### src/rtl/eplu_pkg.sv
// Shared types and constants for the echo paced line uploader.
// No dependencies.
`default_nettype none

package eplu_pkg;

  localparam int unsigned BYTE_W     = 8;
  localparam int unsigned DELAY_W    = 20;
  localparam int unsigned MODE_W     = 2;
  localparam int unsigned FAULT_W    = 2;
  localparam int unsigned PHASE_W    = 3;
  localparam int unsigned CFG_IDX_W  = 2;
  localparam int unsigned CFG_DATA_W = 20;
  localparam int unsigned OUT_DATA_W = 16;

  localparam logic [BYTE_W-1:0] CH_NUL = 8'h00;
  localparam logic [BYTE_W-1:0] CH_LF  = 8'h0A;
  localparam logic [BYTE_W-1:0] CH_CR  = 8'h0D;

  localparam logic [BYTE_W-1:0]  PROMPT_RST = 8'h3E;
  localparam logic [BYTE_W-1:0]  ERROR_RST  = 8'h3F;
  localparam logic [BYTE_W-1:0]  EXTRA_RST  = 8'd2;
  localparam logic [DELAY_W-1:0] DELAY_RST  = 20'd10000;

  localparam logic [MODE_W-1:0] MODE_START = 2'd0;
  localparam logic [MODE_W-1:0] MODE_FILE  = 2'd1;
  localparam logic [MODE_W-1:0] MODE_RX    = 2'd2;
  localparam logic [MODE_W-1:0] MODE_TICK  = 2'd3;

  localparam logic [FAULT_W-1:0] FAULT_NONE  = 2'd0;
  localparam logic [FAULT_W-1:0] FAULT_ECHO  = 2'd1;
  localparam logic [FAULT_W-1:0] FAULT_ERROR = 2'd2;

  localparam logic [PHASE_W-1:0] PH_IDLE    = 3'd0;
  localparam logic [PHASE_W-1:0] PH_READY   = 3'd1;
  localparam logic [PHASE_W-1:0] PH_ECHO    = 3'd2;
  localparam logic [PHASE_W-1:0] PH_PROMPT  = 3'd3;
  localparam logic [PHASE_W-1:0] PH_SWALLOW = 3'd4;
  localparam logic [PHASE_W-1:0] PH_DELAY   = 3'd5;
  localparam logic [PHASE_W-1:0] PH_FAULTED = 3'd6;

  localparam logic [CFG_IDX_W-1:0] CFG_PROMPT = 2'd0;
  localparam logic [CFG_IDX_W-1:0] CFG_ERROR  = 2'd1;
  localparam logic [CFG_IDX_W-1:0] CFG_EXTRA  = 2'd2;
  localparam logic [CFG_IDX_W-1:0] CFG_DELAY  = 2'd3;

  typedef struct packed {
    logic [BYTE_W-1:0]  prompt_char;
    logic [BYTE_W-1:0]  error_char;
    logic [BYTE_W-1:0]  extra_prompt_count;
    logic [DELAY_W-1:0] line_delay_ticks;
  } cfg_t;

  typedef struct packed {
    logic               tx_valid;
    logic [BYTE_W-1:0]  tx_byte;
    logic               ready_res;
    logic               refused;
    logic [FAULT_W-1:0] fault;
  } res_t;

endpackage

`default_nettype wire

### src/rtl/eplu_core.sv
// Upload sequencer: phase register, echo/prompt checks, swallow and delay counters.
// Depends on eplu_pkg.
`default_nettype none

module eplu_core (
  input  wire logic                         clk_i,
  input  wire logic                         rst_ni,
  input  wire logic                         accept_i,
  input  wire logic [eplu_pkg::MODE_W-1:0]  mode_i,
  input  wire logic [eplu_pkg::BYTE_W-1:0]  data_i,
  input  wire eplu_pkg::cfg_t               cfg_i,
  output eplu_pkg::res_t                    res_o
);
  import eplu_pkg::*;

  logic [PHASE_W-1:0] phase_q, phase_d;
  logic [BYTE_W-1:0]  sent_q, sent_d;
  logic               armed_q, armed_d;
  logic [BYTE_W-1:0]  swallow_q, swallow_d;
  logic [DELAY_W-1:0] delay_q, delay_d;
  logic [FAULT_W-1:0] fault_q, fault_d;

  logic [BYTE_W-1:0]  swallow_dec;
  logic [DELAY_W-1:0] delay_dec;
  logic               echo_skip;
  logic               tx_valid;
  logic [BYTE_W-1:0]  tx_byte;
  logic               refused;

  assign swallow_dec = swallow_q - BYTE_W'(1);
  assign delay_dec   = delay_q - DELAY_W'(1);
  assign echo_skip   = ((data_i == CH_CR) && (sent_q != CH_CR)) ||
                       ((data_i == CH_LF) && (sent_q != CH_LF));

  always_comb begin
    phase_d   = phase_q;
    sent_d    = sent_q;
    armed_d   = armed_q;
    swallow_d = swallow_q;
    delay_d   = delay_q;
    fault_d   = fault_q;
    tx_valid  = 1'b0;
    tx_byte   = CH_NUL;
    refused   = 1'b0;
    unique case (mode_i)
      MODE_START: begin
        fault_d   = FAULT_NONE;
        armed_d   = 1'b0;
        swallow_d = '0;
        delay_d   = '0;
        sent_d    = CH_CR;
        tx_valid  = 1'b1;
        tx_byte   = CH_CR;
        phase_d   = PH_PROMPT;
      end
      MODE_FILE: begin
        if (phase_q == PH_READY) begin
          sent_d   = (data_i == CH_LF) ? CH_CR : data_i;
          tx_valid = 1'b1;
          tx_byte  = sent_d;
          phase_d  = PH_ECHO;
        end else begin
          refused = 1'b1;
        end
      end
      MODE_RX: begin
        if (data_i != CH_NUL) begin
          case (phase_q)
            PH_ECHO: begin
              if (!echo_skip) begin
                if (data_i != sent_q) begin
                  fault_d = FAULT_ECHO;
                  phase_d = PH_FAULTED;
                end else if (sent_q == CH_CR) begin
                  armed_d = 1'b1;
                  phase_d = PH_PROMPT;
                end else begin
                  phase_d = PH_READY;
                end
              end
            end
            PH_PROMPT: begin
              if (data_i == cfg_i.prompt_char) begin
                swallow_d = cfg_i.extra_prompt_count;
                if (cfg_i.extra_prompt_count == '0) begin
                  delay_d = cfg_i.line_delay_ticks;
                  phase_d = (cfg_i.line_delay_ticks == '0) ? PH_READY : PH_DELAY;
                end else begin
                  phase_d = PH_SWALLOW;
                end
              end else if (armed_q && (data_i == cfg_i.error_char)) begin
                fault_d = FAULT_ERROR;
                phase_d = PH_FAULTED;
              end
            end
            PH_SWALLOW: begin
              swallow_d = swallow_dec;
              if (swallow_dec == '0) begin
                delay_d = cfg_i.line_delay_ticks;
                phase_d = (cfg_i.line_delay_ticks == '0) ? PH_READY : PH_DELAY;
              end
            end
            default: ;
          endcase
        end
      end
      MODE_TICK: begin
        if (phase_q == PH_DELAY) begin
          delay_d = delay_dec;
          if (delay_dec == '0) phase_d = PH_READY;
        end
      end
      default: ;
    endcase
  end

  always_ff @(posedge clk_i or negedge rst_ni) begin
    if (!rst_ni) begin
      phase_q   <= PH_IDLE;
      sent_q    <= '0;
      armed_q   <= 1'b0;
      swallow_q <= '0;
      delay_q   <= '0;
      fault_q   <= FAULT_NONE;
    end else if (accept_i) begin
      phase_q   <= phase_d;
      sent_q    <= sent_d;
      armed_q   <= armed_d;
      swallow_q <= swallow_d;
      delay_q   <= delay_d;
      fault_q   <= fault_d;
    end
  end

  assign res_o.tx_valid  = tx_valid;
  assign res_o.tx_byte   = tx_byte;
  assign res_o.ready_res = (phase_d == PH_READY);
  assign res_o.refused   = refused;
  assign res_o.fault     = fault_d;

endmodule

`default_nettype wire

### src/rtl/echo_paced_line_uploader.sv
// Echo paced line uploader: one input word in, one result word out, every cycle
// unless the output stalls. The sequencer updates its state in the cycle a word
// is accepted and the result lands in an output register; a new word is taken
// whenever that register is empty or being drained, so the block sustains one
// word per clock while the output is not stalled. Depends on eplu_pkg, eplu_core.
`default_nettype none

module echo_paced_line_uploader (
  input  wire logic                              clk_i,
  input  wire logic                              rst_ni,
  input  wire logic                              cfg_we_i,
  input  wire logic [eplu_pkg::CFG_IDX_W-1:0]    cfg_idx_i,
  input  wire logic [eplu_pkg::CFG_DATA_W-1:0]   cfg_data_i,
  input  wire logic                              s_axis_tvalid_i,
  output      logic                              s_axis_tready_o,
  input  wire logic [eplu_pkg::BYTE_W-1:0]       s_axis_tdata_i,  // [7:0] data_byte
  input  wire logic [eplu_pkg::MODE_W-1:0]       s_axis_tuser_i,  // [1:0] mode
  output      logic                              m_axis_tvalid_o,
  input  wire logic                              m_axis_tready_i,
  // [7:0] tx_byte, [8] ready_res, [9] refused, [11:10] fault, [15:12] zero
  output      logic [eplu_pkg::OUT_DATA_W-1:0]   m_axis_tdata_o,
  output      logic                              m_axis_tuser_o   // [0] tx_valid
);
  import eplu_pkg::*;

  cfg_t cfg_q;
  res_t res;
  res_t res_q;
  logic out_valid_q;
  logic accept;

  always_ff @(posedge clk_i or negedge rst_ni) begin
    if (!rst_ni) begin
      cfg_q.prompt_char        <= PROMPT_RST;
      cfg_q.error_char         <= ERROR_RST;
      cfg_q.extra_prompt_count <= EXTRA_RST;
      cfg_q.line_delay_ticks   <= DELAY_RST;
    end else if (cfg_we_i) begin
      unique case (cfg_idx_i)
        CFG_PROMPT: cfg_q.prompt_char        <= cfg_data_i[BYTE_W-1:0];
        CFG_ERROR:  cfg_q.error_char         <= cfg_data_i[BYTE_W-1:0];
        CFG_EXTRA:  cfg_q.extra_prompt_count <= cfg_data_i[BYTE_W-1:0];
        CFG_DELAY:  cfg_q.line_delay_ticks   <= cfg_data_i[DELAY_W-1:0];
        default: ;
      endcase
    end
  end

  assign s_axis_tready_o = !out_valid_q || m_axis_tready_i;
  assign accept          = s_axis_tvalid_i && s_axis_tready_o;

  eplu_core u_core (
    .clk_i    (clk_i),
    .rst_ni   (rst_ni),
    .accept_i (accept),
    .mode_i   (s_axis_tuser_i),
    .data_i   (s_axis_tdata_i),
    .cfg_i    (cfg_q),
    .res_o    (res)
  );

  always_ff @(posedge clk_i or negedge rst_ni) begin
    if (!rst_ni) begin
      out_valid_q <= 1'b0;
    end else if (s_axis_tready_o) begin
      out_valid_q <= s_axis_tvalid_i;
    end
  end

  always_ff @(posedge clk_i) begin
    if (accept) res_q <= res;
  end

  assign m_axis_tvalid_o = out_valid_q;
  assign m_axis_tuser_o  = res_q.tx_valid;
  assign m_axis_tdata_o  = {4'b0000, res_q.fault, res_q.refused, res_q.ready_res,
                            res_q.tx_byte};

endmodule

`default_nettype wire

### config.mk
export PLATFORM = sky130hd
export DESIGN_NAME = echo_paced_line_uploader
export DESIGN_NICKNAME = d
export VERILOG_FILES = /design/src/rtl/eplu_pkg.sv /design/src/rtl/eplu_core.sv /design/src/rtl/echo_paced_line_uploader.sv
export SDC_FILE = /design/constraint.sdc
export NUM_CORES = 1
export LEC_CHECK = 0
export ABC_AREA = 0
export BUFFER_PORTS_ARGS = -buffer_cell sky130_fd_sc_hd__buf_2
export CAP_MARGIN = 5
export CORE_ASPECT_RATIO = 0.6
export CORE_UTILIZATION = 64
export DETAILED_ROUTE_END_ITERATION = 10
export GPL_TIMING_DRIVEN = 0
export PLACE_DENSITY = 0.82
export SYNTH_ARGS = -nofsm -noshare
export SYNTH_HDL_FRONTEND = slang
export SYNTH_SLANG_ARGS = --single-unit
### constraint.sdc
create_clock -name clk_i -period 6.8 [get_ports clk_i]
set_input_delay 0.34 -clock clk_i [delete_from_list [all_inputs] [get_ports clk_i]]
set_output_delay 0.34 -clock clk_i [all_outputs]
set_load 0.03 [all_outputs]
==> results of run 1 <==
==> cell families (layout without fill, tap and decap cells) <==
group                      count (synthesis)  in the layout  synth area share (%)
other                                      1              4                0.0650
and+or+nand+nor                          211            211                  19.0
xor gates and xnor gates                  28             28                  4.25
AOI/OAI and AO/OA                        138            138                  17.1
adders and majority gates                  4              4                 0.868
muxes                                     51             51                  9.85
buffers and inverters                     54            116                  3.93
DFF                                      100            100                  44.9
==> flip-flops by register name, indices dropped and copies added (netlist names) <==
register,cells
cfg_q,44
m_axis_tdata_o,12
m_axis_tuser_o,1
m_axis_tvalid_o,1
u_core.armed_q,1
u_core.delay_q,20
u_core.fault_q,2
u_core.phase_q,3
u_core.sent_q,8
u_core.swallow_q,8
==> metal layers <==
metal	GRT usage (%)	vias to the layer above	wire length, µm
met3	13.8	53	2450
met1	54.0	2518	7270
li1	-	2303	-
met5	0	-	0
met2	51.3	376	6760
met4	12.0	0	398
==> worst max-delay path by stage <==
| stage | cells past startpoint | slack, ps | to | from |
|---|---|---|---|---|
| after CTS | 10 | 3570 | m_axis_tdata_o[8] | u_core.delay_q[0] |
| after floorplan | 10 | 4230 | m_axis_tdata_o[8] | u_core.delay_q[0] |
| final | 10 | 3500 | m_axis_tdata_o[8] | u_core.delay_q[0] |
| after detailed placement | 10 | 3590 | m_axis_tdata_o[8] | u_core.delay_q[0] |
| after global routing | 10 | 3280 | m_axis_tdata_o[8] | u_core.delay_q[0] |
| after global placement | 10 | 3750 | m_axis_tdata_o[8] | u_core.delay_q[0] |
==> synthesized netlist by cell type, types with 4 or more instances <==
master      n
a211oi_1    8
a21oi_1    26
a22o_1      4
a32oi_1     4
and2_1      7
and3_1      6
buf_1       4
buf_4       4
clkbuf_1   28
dfrtp_1    70
dfstp_2    17
edfxtp_1   13
ha_1        4
inv_1      15
mux2_2     44
mux2i_1     5
nand2_1    50
nand2b_1    9
nand3_1    13
nand3b_1    4
nand4_1    12
nor2_1     43
nor2b_1     5
nor3_1     19
nor4_1     19
o211ai_1    6
o21ai_0    30
o22ai_1     6
o2bb2ai_1   5
o31ai_1    11
or4_1       4
xnor2_1    17
xor2_1     11
==> worst register-to-register path, delay by kind of cell (launching register included) <==
family	cells	cell delay, ps
AND/OR/NAND/NOR	3	1200
flip-flops	1	390
buffers and inverters	3	570
AO/OA/AOI/OAI	2	410
adder cells (fa/ha/maj)	1	300
XOR/XNOR	1	200
==> per-stage QoR <==
| stage | cell area [µm²] | utilization (%) | total power, mW |
|---|---|---|---|
| finish | 6480 | 75.1 | 2.13 |
| global route | 6480 | 75.1 | 2.23 |
| CTS | 6480 | 75.1 | 2.10 |
| detailed placement | 6170 | 71.6 | 1.59 |
| global placement | 6140 | 71.2 | 1.55 |
| floorplan | 5780 | - | 1.36 |
==> cell usage in the layout (no fill, tap or decap), types with 4 or more instances in the layout <==
cell type,count
o2bb2ai_1,5
and3_1,6
nand3_1,13
inv_1,15
buf_2,44
a21oi_1,26
nand2_1,50
mux2i_1,5
nor2_1,43
o22ai_1,6
dfrtp_1,70
clkbuf_16,9
dfstp_2,17
nand4_1,12
a22o_1,4
nor3_1,19
conb_1,4
clkbuf_1,28
and2_1,7
o31ai_1,11
o211ai_1,6
ha_1,4
xor2_1,11
buf_1,4
a32oi_1,4
nand2b_1,9
a211oi_1,8
nor4_1,19
xnor2_1,17
buf_4,5
o21ai_0,30
edfxtp_1,13
or4_1,4
mux2_2,44
nor2b_1,5
nand3b_1,4
==> report_power, final <==
group	switching [mW]	leakage (nW)	total, mW	internal [mW]
Combinational	0.439	1.28	0.724	0.284
Clock	0.258	0.147	0.517	0.259
Sequential	0.149	1.18	0.893	0.744
==> cell type report <==
| class | count | area, µm² |
|---|---|---|
| Timing Repair Buffer | 46 | 260 |
| Fill cell | 600 | 2140 |
| Clock inverter | 7 | 70.1 |
| Tap cell | 112 | 140 |
| Clock buffer | 9 | 225 |
| Multi-Input combinational cell | 436 | 2970 |
| Sequential cell | 100 | 2590 |
| Inverter | 16 | 60.1 |
| Buffer | 38 | 166 |
==> metrics.txt, run 1 <==
number of global-route vias before repair=around 4700; post-DP HPWL=around 12000 µm; Synth Area per Inst=between 9 and 10 µm²; Total GRT Usage=approximately 37%; synth warn=0; Seq/Total Area, Yosys=between 40% and 50%; Post-synth ARST share=roughly 87%; cts hold-fix bufs=1; Synth Register Bits=100; TritonCTS buffer count=9; ordered cell list for the critical path=clkbuf_1, inv_1, ha_1, nor4b_1, and3_1, clkbuf_1, nand3_1, xor2_1, a31o_1, o211a_1; Final GP Congestion=approximately 0.96; final setup fails=0; fmax=~0.30 GHz; Critical-path top delay cell=nor4b_1; Min-Delay Startpoint=s_axis_tvalid_i; die height=between 70 and 80 µm; Final Routed Wirelength=approximately 17000 µm; RSZ-0062 raised after global routing=false; Worst Setup Start Kind=flip-flop; Crit Path Class=flip-flop to flip-flop; post-cts resize count=0; Detail Route Antenna Nets=0; CTS tree=done; most frequent CP cell=clkbuf_1; DRC=0; Crit path largest cell delay=770 ps; Post-synth EDFFs=13; Setup Fix Bufs, Post-CTS=0; hold endpoint=m_axis_tvalid_o; most common flop cell mapped by yosys=dfrtp_1; Placed Cells incl. Taps=between 700 and 800; grt ovf=0; min-delay worst type=primary input to flip-flop; Final Skew=slightly above 10 ps; CTS H-tree depth=3; root buf cell=clkbuf_16; initial antenna violation count=0; Yosys cell types=75; Lkg Pwr=roughly 2.6 nW; worst path buffer plus inverter count=3; largest area contributor in the netlist=dfrtp_1; Max-cap violations=0; die area=around 9400 µm²; worst reg2reg setup slack=between 3000 and 4000 ps; Hold Vio Cnt, Final=0; area grow syn2layout=12.3%; first-pass GRT wire length=roughly 26000 µm; Setup WS pre-CTS=roughly 3600 ps; largest net degree at the start of global routing=between 70 and 80; Cell Pwr Density=329 nW/µm²; Req. time, crit path=6920 ps; setup TNS=0 ps; worst-margin pin slew=approximately 1100 ps; final non-filler cell total=764; R2R Path Start=u_core.delay_q[0]; WP data arrival=3420 ps; worst skew pair latency=between 300 and 400 ps; status=finished clean; First DRT Iteration DRCs=around 720; CP Capture Type=flip-flop; Final Max Slew Viols=0; Tcrit/Tclk final=a little under 50%; Crit Path Max Fanout=8; Final #Nets=688; Mapped Area=around 5800 µm²; I/O Buffers=between 40 and 50; diode count=0; peak supply drop=around 0.00024 V; Yosys top cell area share=30.4%; share of cells above drive strength 1=21.3%; worst reg2reg path endpoint=m_axis_tdata_o[8]; via/cell ratio=6.87; worst hold slack=about 190 ps; clock buffer depth=2; DR vias=about 5300; # rows=26; relative slew slack=between 20% and 30%; Gate Count Post-Synth=587; core area=roughly 8600 µm²; R2R depth=10; Initial Utilization=~67%; clock transition at the registers of the reported paths=roughly 70 ps; post-route minimum period=about 3300 ps; Avg WL per Cell=~22 µm; PnR worst setup slack=3500 ps; Die W=125 µm; CP delay by family, top=simple AND/OR/NAND/NOR gates; I/O Pins=56; top post-synthesis cells by area=dfrtp_1, mux2_2, dfstp_2, edfxtp_1, nand2_1; clock sinks=100; WHS Path Cells=2; DR pass1 iterations=6
Note: power is estimated with default switching activity, not from simulation.
==> run 2, diff against run 1 <==
--- a/config.mk
+++ b/config.mk
@@ -9,10 +9,10 @@
 export BUFFER_PORTS_ARGS = -buffer_cell sky130_fd_sc_hd__buf_2
 export CAP_MARGIN = 5
 export CORE_ASPECT_RATIO = 0.6
-export CORE_UTILIZATION = 64
+export CORE_UTILIZATION = 54
 export DETAILED_ROUTE_END_ITERATION = 10
 export GPL_TIMING_DRIVEN = 0
-export PLACE_DENSITY = 0.82
+export PLACE_DENSITY = 0.74
 export SYNTH_ARGS = -nofsm -noshare
 export SYNTH_HDL_FRONTEND = slang
 export SYNTH_SLANG_ARGS = --single-unit
==> constraint.sdc (replaced) <==
create_clock -name clk_i -period 2.6 [get_ports clk_i]
set_input_delay 0.13 -clock clk_i [delete_from_list [all_inputs] [get_ports clk_i]]
set_output_delay 0.13 -clock clk_i [all_outputs]
set_load 0.03 [all_outputs]
==> run 2 against run 1 <==
Effect of this change:
- clock power rose to 2.6 times the previous value
- sequential share of layout area fell by 1.7 points
- count of clock-buffer cells in the layout rose by 1
- flip-flop and latch count did not move
- die area rose by 18%
- register-to-register slack got worse by 3500 ps
- total power rose to 2.8 times the previous value
- via count rose by 1.6%
- worst setup slack got worse by 3500 ps
- the run now ends with negative setup slack left
- utilization fell by 8.4 points
- largest cell class unchanged
- combinational power rose to 3.0 times the previous value
- critical endpoint is now u_core.delay_q[17]
- wire length rose by 1.6%
==> metrics.txt, run 2 (synthesis results as in run 1) <==
status=complete, but fails checks (was finished clean); failing checks=negative setup slack; Final #Nets=700 (was 688); first-pass GRT wire length=26900 µm (was 26000 µm); Die W=135 µm (was 125 µm); DRC=0 (unchanged); Initial Utilization=57.0% (was 66.9%); Crit Path Max Fanout=5 (was 8); clock buffer depth=2 (unchanged); design area=6760 µm² (was 6480 µm²); met3 WL=2450 µm (about the same); Avg WL per Cell=21.5 µm (was 22.1 µm); worst path buffer plus inverter count=2 (was 3); # rows=28 (was 26); min-delay worst type=primary input to flip-flop (unchanged); CP Capture Type=flip-flop (unchanged); area grow syn2layout=17.1% (was 12.3%); relative slew slack=15.5% (was 26.3%); Final GP Congestion=1.03 (was 0.962); core area=10100 µm² (was 8620 µm²); I/O Pins=56 (unchanged); WHS Path Cells=2 (unchanged); worst skew pair latency=360 ps (was 370 ps); final setup fails=5 (was 0); WP data arrival=2850 ps (was 3420 ps); post-route minimum period=2610 ps (was 3300 ps); die height=82.1 µm (was 75.5 µm); diode count=0 (unchanged); worst hold slack=3.37 ps (was 189 ps); fillers=781 (was 600); commonest cells after routing, fill and taps aside=dfrtp_1, nand2_1, buf_2, mux2_2, nor2_1 (unchanged); Total GRT Usage=32.6% (was 37.2%); initial antenna violation count=0 (unchanged); clock sinks=100 (unchanged); met2 WL post-DR=6920 µm (was 6760 µm); largest net degree at the start of global routing=49 (was 74); Hold Vio Cnt, Final=0 (unchanged); max reg flops=44 (unchanged); Largest Register=cfg_q (unchanged); TritonCTS buffer count=9 (unchanged); worst-margin pin slew=1260 ps (was 1100 ps); Max-cap violations=0 (unchanged); clock transition at the registers of the reported paths=80 ps (was 70 ps); Final Skew=10.3 ps (was 10.2 ps); most common cell after layout, fill and taps aside=dfrtp_1 (unchanged); peak supply drop=0.000457 V (was 0.000237 V); Worst Setup Start Kind=flip-flop (unchanged); fmax=0.382 GHz (was 0.303 GHz); Cell Pwr Density=870 nW/µm² (was 329 nW/µm²); post-DP HPWL=12100 µm (was 12200 µm); post-layout total power=5.88 mW (was 2.13 mW); Util after Layout=66.7% (was 75.1%); grt ovf=0 (unchanged); share of cells above drive strength 1=26.1% (was 21.3%); Critical-path top delay cell=or4b_4 (was nor4b_1); Post-Route M1 WL=7450 µm (was 7270 µm); top layer reached by signal wires=met4 (unchanged); Lkg Pwr=2.72 nW (was 2.61 nW); number of global-route vias before repair=4916 (was 4741); CP delay by family, top=simple AND/OR/NAND/NOR gates (unchanged); Setup WS pre-CTS=-690 ps (was 3590 ps); CTS tree=done (unchanged); RSZ-0062 raised after global routing=true (was false); die area=11100 µm² (was 9410 µm²); DR pass1 iterations=6 (unchanged); via/cell ratio=6.67 (was 6.87); I/O Buffers=44 (unchanged); DR vias=5333 (was 5250); Crit path largest cell delay=480 ps (was 770 ps); Crit path depth=9 (was 10); PnR worst setup slack=-14.4 ps (was 3500 ps); Final Max Slew Viols=0 (unchanged); Req. time, crit path=2840 ps (was 6920 ps); Final Routed Wirelength=17100 µm (was 16900 µm); R2R depth=9 (was 10); Detail Route Antenna Nets=0 (unchanged); root buf cell=clkbuf_16 (unchanged); Crit Path Class=flip-flop to flip-flop (unchanged); Post-DP Area=6200 µm² (was 6170 µm²); First DRT Iteration DRCs=927 (was 722); Tcrit/Tclk final=101% (was 48.6%); ordered cell list for the critical path=inv_2, ha_4, or4b_4, or3_4, and3_4, o221ai_4, buf_6, nor3_4, a221o_1 (was clkbuf_1, inv_1, ha_1, nor4b_1, and3_1, clkbuf_1, nand3_1, xor2_1, a31o_1, o211a_1); CTS H-tree depth=3 (unchanged)
[run 2: power by group]
group          internal, mW  switching, mW  leakage, nW  total (mW)
Clock                 0.680          0.662        0.143        1.34
Sequential             1.95          0.421         1.18        2.37
Combinational         0.906           1.27         1.39        2.17
[run 2: layout make-up]
type                       instances  area, µm²  share of cell area, %
buffer                            36        163                   2.41
clock buffer                      10        229                   3.39
clock inverter                     6       62.6                  0.926
inverter                          16       61.3                  0.907
multi-input combinational        436       3100                   45.9
sequential                       100       2590                   38.3
tap                              135        169                   2.50
timing repair buffer              60        384                   5.68
[run 2: layer usage]
layer | vias up | global-route usage (%)
met1 | 2505 | 47.6
li1 | 2336 | -
met4 | 0 | 7.53
met3 | 61 | 9.81
met5 | - | 0
met2 | 431 | 47.2
[run 2: worst paths after layout]
path | start | to | slack [ps]
min in group asynchronous | rst_ni | cfg_q[18] | 280
hold / removal | cfg_data_i[10] | cfg_q[10] | 3
setup / recovery | u_core.swallow_q[0] | u_core.delay_q[17] | -10
setup reg to reg | u_core.swallow_q[0] | u_core.delay_q[17] | -10
max in group asynchronous | rst_ni | cfg_q[13] | 1650
hold reg to reg | u_core.fault_q[1] | u_core.fault_q[1] | 540
[run 2: stage by stage]
step	std cells	TNS [ps]
3_3_place_gp	769	-3070
3_5_place_dp	770	-5180
2_1_floorplan	590	0
5_1_grt	799	-506
6_report	799	-54.4
4_1_cts	799	-8.90
[run 2: timing repair]
item / 4_1_cts / 5_1_grt
hold endpoints to repair: 27 / 0
pin swaps: 7 / 8
resized for setup: 17 / 17
endpoints found under the setup margin: 23 / 23
buffers inserted: 10 / 1
hold buffers: 3 / 0
gates cloned: 1 / 0
